File: src/hdl/fcu_pkg.sv
package fcu_pkg;

  localparam int unsigned ADDR_WIDTH_DEF   = 39;
  localparam int unsigned OFFSET_WIDTH_DEF = 6;
  localparam int unsigned COUNT_WIDTH_DEF  = 48;

  localparam int unsigned FLAG_WIDTH    = 7;
  localparam int unsigned COUNTER_WIDTH = 6;

  typedef enum logic {
    CMD_BEGIN  = 1'b0,
    CMD_RETIRE = 1'b1
  } cmd_t;

  // entry flag bit positions
  localparam int unsigned FL_VALID      = 0;
  localparam int unsigned FL_BR_VALID   = 1;
  localparam int unsigned FL_TAIL_VALID = 2;
  localparam int unsigned FL_TAIL_BR    = 3;
  localparam int unsigned FL_TOK_TAIL   = 4;
  localparam int unsigned FL_TOK        = 5;
  localparam int unsigned FL_FIRST      = 6;

  localparam logic [1:0] CTR_MAX  = 2'd3;
  localparam logic [1:0] CTR_ZERO = 2'd0;

  typedef struct packed {
    logic [1:0] br_ctr;
    logic [1:0] tail_ctr;
    logic       at_br;
    logic       at_tail;
  } slot_state_t;

endpackage

File: src/hdl/fcu_if.sv
interface fcu_in_if #(
  parameter int unsigned ADDR_WIDTH   = fcu_pkg::ADDR_WIDTH_DEF,
  parameter int unsigned OFFSET_WIDTH = fcu_pkg::OFFSET_WIDTH_DEF
);
  logic                              valid;
  logic                              ready;
  logic                              cmd;
  logic [ADDR_WIDTH-1:0]             pc;
  logic [ADDR_WIDTH-1:0]             target;
  logic [OFFSET_WIDTH-1:0]           br_offset;
  logic [OFFSET_WIDTH-1:0]           tail_offset;
  logic [fcu_pkg::FLAG_WIDTH-1:0]    entry_flags;
  logic [fcu_pkg::COUNTER_WIDTH-1:0] entry_counters;
  logic                              is_rvc;
  logic                              is_jump;
  logic                              is_halt;

  modport source (
    output valid, cmd, pc, target, br_offset, tail_offset, entry_flags,
           entry_counters, is_rvc, is_jump, is_halt,
    input  ready
  );
  modport sink (
    input  valid, cmd, pc, target, br_offset, tail_offset, entry_flags,
           entry_counters, is_rvc, is_jump, is_halt,
    output ready
  );
endinterface

interface fcu_out_if #(
  parameter int unsigned ADDR_WIDTH  = fcu_pkg::ADDR_WIDTH_DEF,
  parameter int unsigned COUNT_WIDTH = fcu_pkg::COUNT_WIDTH_DEF
);
  logic                   valid;
  logic                   ready;
  logic [1:0]             br_counter;
  logic [1:0]             tail_counter;
  logic [1:0]             always_taken_bits;
  logic                   mispredict;
  logic [ADDR_WIDTH-1:0]  redirect_pc;
  logic                   block_closed;
  logic                   halted;
  logic [COUNT_WIDTH-1:0] retired_count;
  logic [COUNT_WIDTH-1:0] miss_count;

  modport source (
    output valid, br_counter, tail_counter, always_taken_bits, mispredict,
           redirect_pc, block_closed, halted, retired_count, miss_count,
    input  ready
  );
  modport sink (
    input  valid, br_counter, tail_counter, always_taken_bits, mispredict,
           redirect_pc, block_closed, halted, retired_count, miss_count,
    output ready
  );
endinterface

File: src/hdl/fcu_in_stage.sv
module fcu_in_stage (
  input  logic      clk,
  input  logic      rst,
  fcu_in_if.sink    item,
  fcu_in_if.source  staged
);

  logic valid;
  logic valid_next;
  logic take;

  assign item.ready = !valid || staged.ready;
  assign take       = item.valid && item.ready;

  always_comb begin
    valid_next = valid;
    if (take) begin
      valid_next = 1'b1;
    end else if (staged.ready) begin
      valid_next = 1'b0;
    end
  end

  always_ff @(posedge clk) begin
    if (rst) begin
      valid <= 1'b0;
    end else begin
      valid <= valid_next;
    end
  end

  always_ff @(posedge clk) begin
    if (take) begin
      staged.cmd            <= item.cmd;
      staged.pc             <= item.pc;
      staged.target         <= item.target;
      staged.br_offset      <= item.br_offset;
      staged.tail_offset    <= item.tail_offset;
      staged.entry_flags    <= item.entry_flags;
      staged.entry_counters <= item.entry_counters;
      staged.is_rvc         <= item.is_rvc;
      staged.is_jump        <= item.is_jump;
      staged.is_halt        <= item.is_halt;
    end
  end

  assign staged.valid = valid;

endmodule

File: src/hdl/fcu_core.sv
module fcu_core #(
  parameter int unsigned ADDR_WIDTH   = fcu_pkg::ADDR_WIDTH_DEF,
  parameter int unsigned OFFSET_WIDTH = fcu_pkg::OFFSET_WIDTH_DEF,
  parameter int unsigned COUNT_WIDTH  = fcu_pkg::COUNT_WIDTH_DEF
) (
  input  logic      clk,
  input  logic      rst,
  fcu_in_if.sink    staged,
  fcu_out_if.source res
);

  logic [ADDR_WIDTH-1:0]          block_start;
  logic [ADDR_WIDTH-1:0]          predicted_next;
  logic [OFFSET_WIDTH-1:0]        br_off;
  logic [OFFSET_WIDTH-1:0]        tail_off;
  logic [fcu_pkg::FLAG_WIDTH-1:0] flag_bits;
  fcu_pkg::slot_state_t           slots;
  logic                           closed_flag;
  logic                           halt_flag;
  logic [COUNT_WIDTH-1:0]         inst_total;
  logic [COUNT_WIDTH-1:0]         miss_total;

  logic [ADDR_WIDTH-1:0]          block_start_next;
  logic [ADDR_WIDTH-1:0]          predicted_next_next;
  logic [OFFSET_WIDTH-1:0]        br_off_next;
  logic [OFFSET_WIDTH-1:0]        tail_off_next;
  logic [fcu_pkg::FLAG_WIDTH-1:0] flag_bits_next;
  fcu_pkg::slot_state_t           slots_next;
  logic                           closed_flag_next;
  logic                           halt_flag_next;
  logic [COUNT_WIDTH-1:0]         inst_total_next;
  logic [COUNT_WIDTH-1:0]         miss_total_next;

  logic                  fire;
  logic [ADDR_WIDTH-1:0] off;
  logic                  at_tok;
  logic                  br_hit;
  logic                  tail_hit;
  logic                  f_valid, f_br_valid, f_tail_valid, f_tail_br;
  logic                  f_tok_tail, f_tok, f_first;
  logic                  miss;
  logic [ADDR_WIDTH-1:0] redirect;

  assign fire         = staged.valid && res.ready;
  assign staged.ready = res.ready;
  assign res.valid    = staged.valid;

  assign f_valid      = flag_bits[fcu_pkg::FL_VALID];
  assign f_br_valid   = flag_bits[fcu_pkg::FL_BR_VALID];
  assign f_tail_valid = flag_bits[fcu_pkg::FL_TAIL_VALID];
  assign f_tail_br    = flag_bits[fcu_pkg::FL_TAIL_BR];
  assign f_tok_tail   = flag_bits[fcu_pkg::FL_TOK_TAIL];
  assign f_tok        = flag_bits[fcu_pkg::FL_TOK];
  assign f_first      = flag_bits[fcu_pkg::FL_FIRST];

  assign off      = staged.pc - block_start;
  assign at_tok   = off == (f_tok_tail ? ADDR_WIDTH'(tail_off) : ADDR_WIDTH'(br_off));
  assign br_hit   = f_valid && f_br_valid && (off == ADDR_WIDTH'(br_off));
  assign tail_hit = f_valid && f_tail_valid && (off == ADDR_WIDTH'(tail_off));

  always_comb begin
    block_start_next    = block_start;
    predicted_next_next = predicted_next;
    br_off_next         = br_off;
    tail_off_next       = tail_off;
    flag_bits_next      = flag_bits;
    slots_next          = slots;
    closed_flag_next    = closed_flag;
    halt_flag_next      = halt_flag;
    inst_total_next     = inst_total;
    miss_total_next     = miss_total;
    miss                = 1'b0;
    redirect            = '0;
    priority if (halt_flag) begin
    end else if (staged.cmd == fcu_pkg::CMD_BEGIN) begin
      block_start_next    = staged.pc;
      predicted_next_next = staged.target;
      br_off_next         = staged.br_offset;
      tail_off_next       = staged.tail_offset;
      flag_bits_next      = staged.entry_flags;
      slots_next          = fcu_pkg::slot_state_t'({staged.entry_counters[1:0],
                                                    staged.entry_counters[3:2],
                                                    staged.entry_counters[4],
                                                    staged.entry_counters[5]});
      closed_flag_next    = 1'b0;
    end else if (staged.is_halt) begin
      halt_flag_next = 1'b1;
    end else if (closed_flag) begin
    end else begin
      inst_total_next = inst_total + COUNT_WIDTH'(1);
      if (br_hit) begin
        priority if (f_first && staged.is_jump) begin
          slots_next.br_ctr  = fcu_pkg::CTR_MAX;
          slots_next.at_br   = 1'b1;
          slots_next.at_tail = 1'b0;
        end else if (f_first) begin
          slots_next.br_ctr = fcu_pkg::CTR_ZERO;
          slots_next.at_br  = 1'b0;
        end else if (at_tok && f_tok && staged.is_jump) begin
          if (slots.br_ctr != fcu_pkg::CTR_MAX && !slots.at_br) begin
            slots_next.br_ctr = slots.br_ctr + 2'd1;
          end
        end else if (at_tok && f_tok) begin
          if (slots.br_ctr != fcu_pkg::CTR_ZERO) begin
            slots_next.br_ctr = slots.br_ctr - 2'd1;
          end
          slots_next.at_br = 1'b0;
        end else if (staged.is_jump) begin
          if (slots.br_ctr != fcu_pkg::CTR_MAX) begin
            slots_next.br_ctr = slots.br_ctr + 2'd1;
          end
        end else begin
        end
      end else if (tail_hit) begin
        priority if (f_first && staged.is_jump && f_tail_br) begin
          slots_next.tail_ctr = fcu_pkg::CTR_MAX;
          slots_next.at_tail  = 1'b1;
        end else if (f_first) begin
          slots_next.tail_ctr = fcu_pkg::CTR_ZERO;
          slots_next.at_tail  = 1'b0;
        end else if (at_tok && f_tok && staged.is_jump) begin
          if (slots.tail_ctr != fcu_pkg::CTR_MAX && !slots.at_tail && f_tail_br) begin
            slots_next.tail_ctr = slots.tail_ctr + 2'd1;
          end
        end else if (at_tok && f_tok) begin
          if (slots.tail_ctr != fcu_pkg::CTR_ZERO) begin
            slots_next.tail_ctr = slots.tail_ctr - 2'd1;
          end
          slots_next.at_tail = 1'b0;
        end else if (!f_tok && staged.is_jump) begin
          if (slots.tail_ctr != fcu_pkg::CTR_MAX) begin
            slots_next.tail_ctr = slots.tail_ctr + 2'd1;
          end
        end else begin
        end
      end
      if (staged.is_jump) begin
        if (!f_tok || predicted_next != staged.target) begin
          miss     = 1'b1;
          redirect = staged.target;
        end
        closed_flag_next = 1'b1;
      end else if (at_tok && f_tok) begin
        miss     = 1'b1;
        redirect = staged.pc + (staged.is_rvc ? ADDR_WIDTH'(2) : ADDR_WIDTH'(4));
      end
      if (miss) begin
        miss_total_next = miss_total + COUNT_WIDTH'(1);
      end
    end
  end

  always_ff @(posedge clk) begin
    if (rst) begin
      block_start    <= '0;
      predicted_next <= '0;
      br_off         <= '0;
      tail_off       <= '0;
      flag_bits      <= '0;
      slots          <= '0;
      closed_flag    <= 1'b0;
      halt_flag      <= 1'b0;
      inst_total     <= '0;
      miss_total     <= '0;
    end else if (fire) begin
      block_start    <= block_start_next;
      predicted_next <= predicted_next_next;
      br_off         <= br_off_next;
      tail_off       <= tail_off_next;
      flag_bits      <= flag_bits_next;
      slots          <= slots_next;
      closed_flag    <= closed_flag_next;
      halt_flag      <= halt_flag_next;
      inst_total     <= inst_total_next;
      miss_total     <= miss_total_next;
    end
  end

  assign res.br_counter        = slots_next.br_ctr;
  assign res.tail_counter      = slots_next.tail_ctr;
  assign res.always_taken_bits = {slots_next.at_tail, slots_next.at_br};
  assign res.mispredict        = miss;
  assign res.redirect_pc       = redirect;
  assign res.block_closed      = closed_flag_next;
  assign res.halted            = halt_flag_next;
  assign res.retired_count     = inst_total_next;
  assign res.miss_count        = miss_total_next;

endmodule

File: src/hdl/fcu_out_stage.sv
module fcu_out_stage (
  input  logic      clk,
  input  logic      rst,
  fcu_out_if.sink   res,
  fcu_out_if.source result
);

  logic valid;
  logic valid_next;
  logic take;

  assign res.ready = !valid || result.ready;
  assign take      = res.valid && res.ready;

  always_comb begin
    valid_next = valid;
    if (take) begin
      valid_next = 1'b1;
    end else if (result.ready) begin
      valid_next = 1'b0;
    end
  end

  always_ff @(posedge clk) begin
    if (rst) begin
      valid <= 1'b0;
    end else begin
      valid <= valid_next;
    end
  end

  always_ff @(posedge clk) begin
    if (take) begin
      result.br_counter        <= res.br_counter;
      result.tail_counter      <= res.tail_counter;
      result.always_taken_bits <= res.always_taken_bits;
      result.mispredict        <= res.mispredict;
      result.redirect_pc       <= res.redirect_pc;
      result.block_closed      <= res.block_closed;
      result.halted            <= res.halted;
      result.retired_count     <= res.retired_count;
      result.miss_count        <= res.miss_count;
    end
  end

  assign result.valid = valid;

endmodule

File: src/hdl/ftb_commit_update.sv
// Commit-side update of one fetch-target-buffer entry (branch slot and tail
// slot). A begin word loads the predicted entry; each retire word, until a
// jump closes the block, steps the matching slot's 2-bit counter and
// always-taken bit and reports a mispredict with its restart pc, together
// with running instruction and miss counts. Takes one word every cycle
// unless the result side stalls; a word passes the input register, one pass
// of update logic and the result register. Both sides may stall freely
// without loss of throughput. A halt word freezes all state until reset.
module ftb_commit_update #(
  parameter int unsigned ADDR_WIDTH   = fcu_pkg::ADDR_WIDTH_DEF,
  parameter int unsigned OFFSET_WIDTH = fcu_pkg::OFFSET_WIDTH_DEF,
  parameter int unsigned COUNT_WIDTH  = fcu_pkg::COUNT_WIDTH_DEF
) (
  input  logic      clk,
  input  logic      rst,
  fcu_in_if.sink    item,
  fcu_out_if.source result
);

  fcu_in_if #(
    .ADDR_WIDTH   (ADDR_WIDTH),
    .OFFSET_WIDTH (OFFSET_WIDTH)
  ) staged ();

  fcu_out_if #(
    .ADDR_WIDTH  (ADDR_WIDTH),
    .COUNT_WIDTH (COUNT_WIDTH)
  ) res ();

  fcu_in_stage u_in_stage (
    .clk    (clk),
    .rst    (rst),
    .item   (item),
    .staged (staged)
  );

  fcu_core #(
    .ADDR_WIDTH   (ADDR_WIDTH),
    .OFFSET_WIDTH (OFFSET_WIDTH),
    .COUNT_WIDTH  (COUNT_WIDTH)
  ) u_core (
    .clk    (clk),
    .rst    (rst),
    .staged (staged),
    .res    (res)
  );

  fcu_out_stage u_out_stage (
    .clk    (clk),
    .rst    (rst),
    .res    (res),
    .result (result)
  );

endmodule

File: src/flat_wrapper.sv
// flat-port wrapper written by rule: the top's interface ports become plain ports
module ftb_commit_update_flat 
#(
  parameter int unsigned ADDR_WIDTH   = fcu_pkg::ADDR_WIDTH_DEF,
  parameter int unsigned OFFSET_WIDTH = fcu_pkg::OFFSET_WIDTH_DEF,
  parameter int unsigned COUNT_WIDTH  = fcu_pkg::COUNT_WIDTH_DEF
)
  (clk, rst, item_valid, item_cmd, item_pc, item_target, item_br_offset, item_tail_offset, item_entry_flags, item_entry_counters, item_is_rvc, item_is_jump, item_is_halt, item_ready, result_valid, result_br_counter, result_tail_counter, result_always_taken_bits, result_mispredict, result_redirect_pc, result_block_closed, result_halted, result_retired_count, result_miss_count, result_ready);
  fcu_in_if #(.ADDR_WIDTH(ADDR_WIDTH), .OFFSET_WIDTH(OFFSET_WIDTH)) item_i ();
  fcu_out_if #(.ADDR_WIDTH(ADDR_WIDTH), .COUNT_WIDTH(COUNT_WIDTH)) result_i ();
  input  logic clk;
  input  logic rst;
  input wire logic [$bits(item_i.valid)-1:0] item_valid;
  input wire logic [$bits(item_i.cmd)-1:0] item_cmd;
  input wire logic [$bits(item_i.pc)-1:0] item_pc;
  input wire logic [$bits(item_i.target)-1:0] item_target;
  input wire logic [$bits(item_i.br_offset)-1:0] item_br_offset;
  input wire logic [$bits(item_i.tail_offset)-1:0] item_tail_offset;
  input wire logic [$bits(item_i.entry_flags)-1:0] item_entry_flags;
  input wire logic [$bits(item_i.entry_counters)-1:0] item_entry_counters;
  input wire logic [$bits(item_i.is_rvc)-1:0] item_is_rvc;
  input wire logic [$bits(item_i.is_jump)-1:0] item_is_jump;
  input wire logic [$bits(item_i.is_halt)-1:0] item_is_halt;
  output wire logic [$bits(item_i.ready)-1:0] item_ready;
  output wire logic [$bits(result_i.valid)-1:0] result_valid;
  output wire logic [$bits(result_i.br_counter)-1:0] result_br_counter;
  output wire logic [$bits(result_i.tail_counter)-1:0] result_tail_counter;
  output wire logic [$bits(result_i.always_taken_bits)-1:0] result_always_taken_bits;
  output wire logic [$bits(result_i.mispredict)-1:0] result_mispredict;
  output wire logic [$bits(result_i.redirect_pc)-1:0] result_redirect_pc;
  output wire logic [$bits(result_i.block_closed)-1:0] result_block_closed;
  output wire logic [$bits(result_i.halted)-1:0] result_halted;
  output wire logic [$bits(result_i.retired_count)-1:0] result_retired_count;
  output wire logic [$bits(result_i.miss_count)-1:0] result_miss_count;
  input wire logic [$bits(result_i.ready)-1:0] result_ready;
  assign item_i.valid = item_valid;
  assign item_i.cmd = item_cmd;
  assign item_i.pc = item_pc;
  assign item_i.target = item_target;
  assign item_i.br_offset = item_br_offset;
  assign item_i.tail_offset = item_tail_offset;
  assign item_i.entry_flags = item_entry_flags;
  assign item_i.entry_counters = item_entry_counters;
  assign item_i.is_rvc = item_is_rvc;
  assign item_i.is_jump = item_is_jump;
  assign item_i.is_halt = item_is_halt;
  assign item_ready = item_i.ready;
  assign result_valid = result_i.valid;
  assign result_br_counter = result_i.br_counter;
  assign result_tail_counter = result_i.tail_counter;
  assign result_always_taken_bits = result_i.always_taken_bits;
  assign result_mispredict = result_i.mispredict;
  assign result_redirect_pc = result_i.redirect_pc;
  assign result_block_closed = result_i.block_closed;
  assign result_halted = result_i.halted;
  assign result_retired_count = result_i.retired_count;
  assign result_miss_count = result_i.miss_count;
  assign result_i.ready = result_ready;
  ftb_commit_update #(.ADDR_WIDTH(ADDR_WIDTH), .OFFSET_WIDTH(OFFSET_WIDTH), .COUNT_WIDTH(COUNT_WIDTH)) u_core (.clk(clk), .rst(rst), .item(item_i), .result(result_i));
endmodule
File: config.mk
export PLATFORM = sky130hd
export DESIGN_NAME = ftb_commit_update_flat
export DESIGN_NICKNAME = d
export VERILOG_FILES = /design/src/hdl/fcu_pkg.sv /design/src/hdl/fcu_if.sv /design/src/hdl/fcu_in_stage.sv /design/src/hdl/fcu_core.sv /design/src/hdl/fcu_out_stage.sv /design/src/hdl/ftb_commit_update.sv /design/src/flat_wrapper.sv
export SDC_FILE = /design/constraint.sdc
export NUM_CORES = 1
export LEC_CHECK = 0
export BUFFER_PORTS_ARGS = -buffer_cell sky130_fd_sc_hd__clkbuf_2
export CAP_MARGIN = 15
export CELL_PAD_IN_SITES_DETAIL_PLACEMENT = 1
export CELL_PAD_IN_SITES_GLOBAL_PLACEMENT = 2
export CORE_AREA = 3 3 248 250
export CTS_CLUSTER_DIAMETER = 40
export DETAILED_ROUTE_END_ITERATION = 8
export DIE_AREA = 0 0 251 253
export PLACE_DENSITY = 0.8
export SYNTH_ARGS = -nofsm -noshare
export SYNTH_HDL_FRONTEND = slang
export SYNTH_SLANG_ARGS = --single-unit
File: constraint.sdc
create_clock -name clk -period 8.55 [get_ports clk]
set_clock_uncertainty 0.05 [all_clocks]
set_input_delay 1.71 -clock clk [delete_from_list [all_inputs] [get_ports clk]]
set_output_delay 1.71 -clock clk [all_outputs]
set_load 0.02 [all_outputs]
==> impl_metrics.csv <==
group,metric,value,unit
run_status,status,"completed",
clocking,cts-buffers-inserted,76,
global_routing,grt_pass1_wl,105300,um
global_routing,antenna_found_initial,1,
synth,synth_xor_xnor_area_share,10.62,%
clocking,post_cts_buffers,0,
die,row_count,89,
synth,synth-seq-cells,454,
detailed_routing,drt_pass1_iterations,5,
clocking,ctsResizeCount,0,
detailed_routing,drc,0,
synth,syn-cell-area,21980,um^2
synth,synth-simple-area-share,18.83,%
sta,slew_viol_final,0,
sta,fmax,0.1743,GHz
global_routing,overflow,0,
sta,setup_tns,0,ns
place,dp_hpwl,48560,um
synth,async_reset_ff_share,0,%
job,drv_cap,0,
sta,slew_headroom,28.44,%
sta,fin_crit,5.736,ns
synth,yosysWarnings,0,
global_routing,grt_max_degree,95,
die,ios,257,
setup_path,cp.arrival,6.02,ns
clocking,clk_pin_slew,0.05,ns
setup_path,regToRegSetupSlack,2.81,ns
clocking,cts_sinks,454,
setup_path,cp-start-kind,"flip-flop",
sta,rsz0062_at_grt,"no",
pwr,p_leak,9.712,nW
sta,hold_violations,0,
global_routing,grt_pass1_vias,18370,
setup_path,rr_worst_depth,13,
detailed_routing,drt-total-wl,68020,um
cells_and_area,nets,2671,
sta,worstMarginPinSlew,1.071,ns
synth,synth_top_family_by_area,"simple AND/OR/NAND/NOR gates",
sta,fin_ws,2.814,ns
setup_path,crit_type,"flip-flop to flip-flop",
pwr,power_density,228.6,nW/um^2
synth,synthAdderAreaFrac,3.142,%
clocking,clk_path_buf_depth,3,
detailed_routing,drt-vias-per-instance,5.335,
min_path,hold_depth,2,
place,place.gp.congestion,0.8509,
clocking,postCtsHoldBufs,0,
setup_path,timing.rr.end,"u_core.u_out_stage.result.br_counter[0]",
detailed_routing,first_iter_violations,878,
die,initial_utilization,37.10,%
synth,synth_edf_count,251,
setup_path,cp.required,8.83,ns
die,die_area,63500,um^2
setup_path,worstReg2RegStart,"u_core.u_in_stage.staged.pc[4]",
global_routing,track_usage,21.12,%
synth,synth_nets,2423,
synth,synthMuxAreaShare,0.6604,%
synth,synth_ff_type,"edfxtp_1",
synth,ys_seq_area_share,52.78,%
clocking,cts_tree,"built",
synth,synth_compound_area_share,10.95,%
pwr,power,6.080,mW
sta,fin_crit_sh,67.09,%
clocking,cts_root_buffer,"clkbuf_16",
detailed_routing,ant_nets,0,
cells_and_area,area_growth,21.04,%
detailed_routing,dr_total_vias,17840,
min_path,hold_path_class,"flip-flop to flip-flop",
place,place_ws,2.810,ns
setup_path,cp_max_fo,6,
die,core_area,59240,um^2
die,die_h,253,um
synth,yosysUniqueCellTypes,76,
cells_and_area,drive_above_1_share,16.50,%
clocking,cts-htree-levels,3,
die,die_w,251,um
min_path,hold_start,"u_core.u_core.block_start[12]",
sta,hold_slack,0.4004,ns
detailed_routing,post_drt_wl_per_cell,20.34,um
pwr,ir_drop,0.1513,mV
synth,synth_cells,2258,
clocking,insertion_delay,0.61,ns
place,numPortBuffers,256,
synth,avgSynthCellArea,9.734,um^2
setup_path,crit_path_end_kind,"flip-flop",
min_path,hold_end,"u_core.u_core.block_start[12]",
sta,finalSetupViolCount,0,
[state kept, by name, indices dropped and copies added (netlist names), 2 cells and up]
name and flops:
u_core.u_core.predicted_next 39, u_core.u_core.inst_total 48, u_core.u_out_stage.result.redirect_pc 39, u_core.u_in_stage.staged.tail_offset 6, u_core.u_in_stage.staged.pc 39, u_core.u_out_stage.result.br_counter 2, u_core.u_out_stage.result.always_taken_bits 2, u_core.u_core.tail_off 6
u_core.u_core.slots 6, u_core.u_in_stage.staged.target 39, u_core.u_in_stage.staged.br_offset 6, u_core.u_out_stage.result.retired_count 48, u_core.u_core.flag_bits 7, u_core.u_core.br_off 6, u_core.u_in_stage.staged.entry_flags 7, u_core.u_core.miss_total 48
u_core.u_core.block_start 39, u_core.u_in_stage.staged.entry_counters 6, u_core.u_out_stage.result.tail_counter 2, u_core.u_out_stage.result.miss_count 48
[placed cells by master (no fill, tap or decap), types with 41 or more instances in the layout]
| cell | count |
|---|---|
| clkbuf_16 | 80 |
| a21oi_1 | 189 |
| nor2_1 | 226 |
| inv_1 | 74 |
| ha_1 | 52 |
| nand3_1 | 79 |
| clkbuf_2 | 255 |
| nand2_1 | 365 |
| xor2_1 | 130 |
| dfxtp_1 | 203 |
| edfxtp_1 | 251 |
| nand4_1 | 44 |
| o21ai_0 | 71 |
| xnor2_1 | 121 |
| a22oi_1 | 41 |
[cells by family (layout without fill, tap and decap cells)]
kind of cell	count (synthesis)	after routing
compound gates	401	401
xor+xnor	257	257
fa+ha+maj	54	54
buf+inv	174	486
flops	454	454
mux	14	14
other cells	0	1
simple gates	904	904
[critical path, cell delays in order, from the launching register on]
cell and delay, ns:
edfxtp_1 0.49, ha_1 0.47, o211ai_1 0.13, a21oi_1 0.38
o21ai_1 0.28, o31ai_1 0.66, a31oi_1 0.22, xor2_1 0.21
nand4_1 0.17, or4_4 0.61, nor4bb_1 0.79, nand3_1 0.26
o311ai_0 0.59, a31oi_1 0.16
[where the power goes]
part / switching (mW) / internal, mW / total [mW]
clock network: 1.11 / 1.99 / 3.11
registers: 0.0714 / 2.40 / 2.47
logic: 0.341 / 0.168 / 0.509
[stage by stage]
stage | area [um^2] | std cells | util, %
after CTS | 26600 | 3343 | 44.90
after global routing | 26600 | 3344 | 44.90
after floorplan | 21980 | 2258 | -
after global placement | 23970 | 3201 | 40.47
after detailed placement | 23970 | 3201 | 40.47
final | 26600 | 3344 | 44.90
[area by class of cell]
cell class | count | area [um^2]
Fill cell | 6740 | 32640
Clock buffer | 92 | 2077
Multi-Input combinational cell | 1630 | 9733
Inverter | 75 | 286.5
Timing Repair Buffer | 269 | 1385
Antenna cell | 1 | 2.502
Clock inverter | 50 | 549.3
Tap cell | 773 | 967.2
Sequential cell | 454 | 11600
[worst max path at each step]
stage / start / end / depth (start not counted)
6_report: u_core.u_in_stage.staged.pc[4] / u_core.u_out_stage.result.br_counter[0] / 13
5_1_grt: u_core.u_in_stage.staged.pc[3] / u_core.u_out_stage.result.br_counter[0] / 13
4_1_cts: u_core.u_in_stage.staged.pc[3] / u_core.u_out_stage.result.miss_count[26] / 14
3_5_place_dp: u_core.u_in_stage.staged.pc[4] / u_core.u_out_stage.result.miss_count[26] / 14
3_3_place_gp: u_core.u_in_stage.staged.pc[3] / u_core.u_out_stage.result.miss_count[26] / 14
2_1_floorplan: result_ready / u_core.u_core.inst_total[24] / 8
[synth_stat cells (11+ instances only)]
cell type / count / share of area, %
a21oi_1: 189 / 4.3
nand2_1: 366 / 6.3
dfxtp_1: 203 / 18
and4_1: 11 / 0.44
and2_1: 14 / 0.40
o21ai_0: 71 / 1.6
or3_1: 35 / 1.0
nand3_1: 79 / 1.8
nor3_1: 38 / 0.87
clkbuf_1: 84 / 1.4
xnor2_1: 121 / 4.8
edfxtp_1: 251 / 34
xor2_1: 130 / 5.2
nand4_1: 44 / 1.3
ha_1: 52 / 3.0
inv_1: 74 / 1.3
nor2_1: 227 / 3.9
nand2b_1: 18 / 0.51
nor4_1: 19 / 0.54
and3_1: 18 / 0.51
a21o_1: 13 / 0.44
a22oi_1: 41 / 1.4
[layer usage]
layer  wire (um)  up-vias  GRT usage (%)  share of wire [%]
met1       30610     8838          27.50                 45
li1            -     8414              -                  -
met3        3006      141          3.954                4.4
met4        1933        0          6.796                2.8
met5           0        -              0                  0
met2       32460      447          35.67                 48
Note: power is estimated with default switching activity, not from simulation.
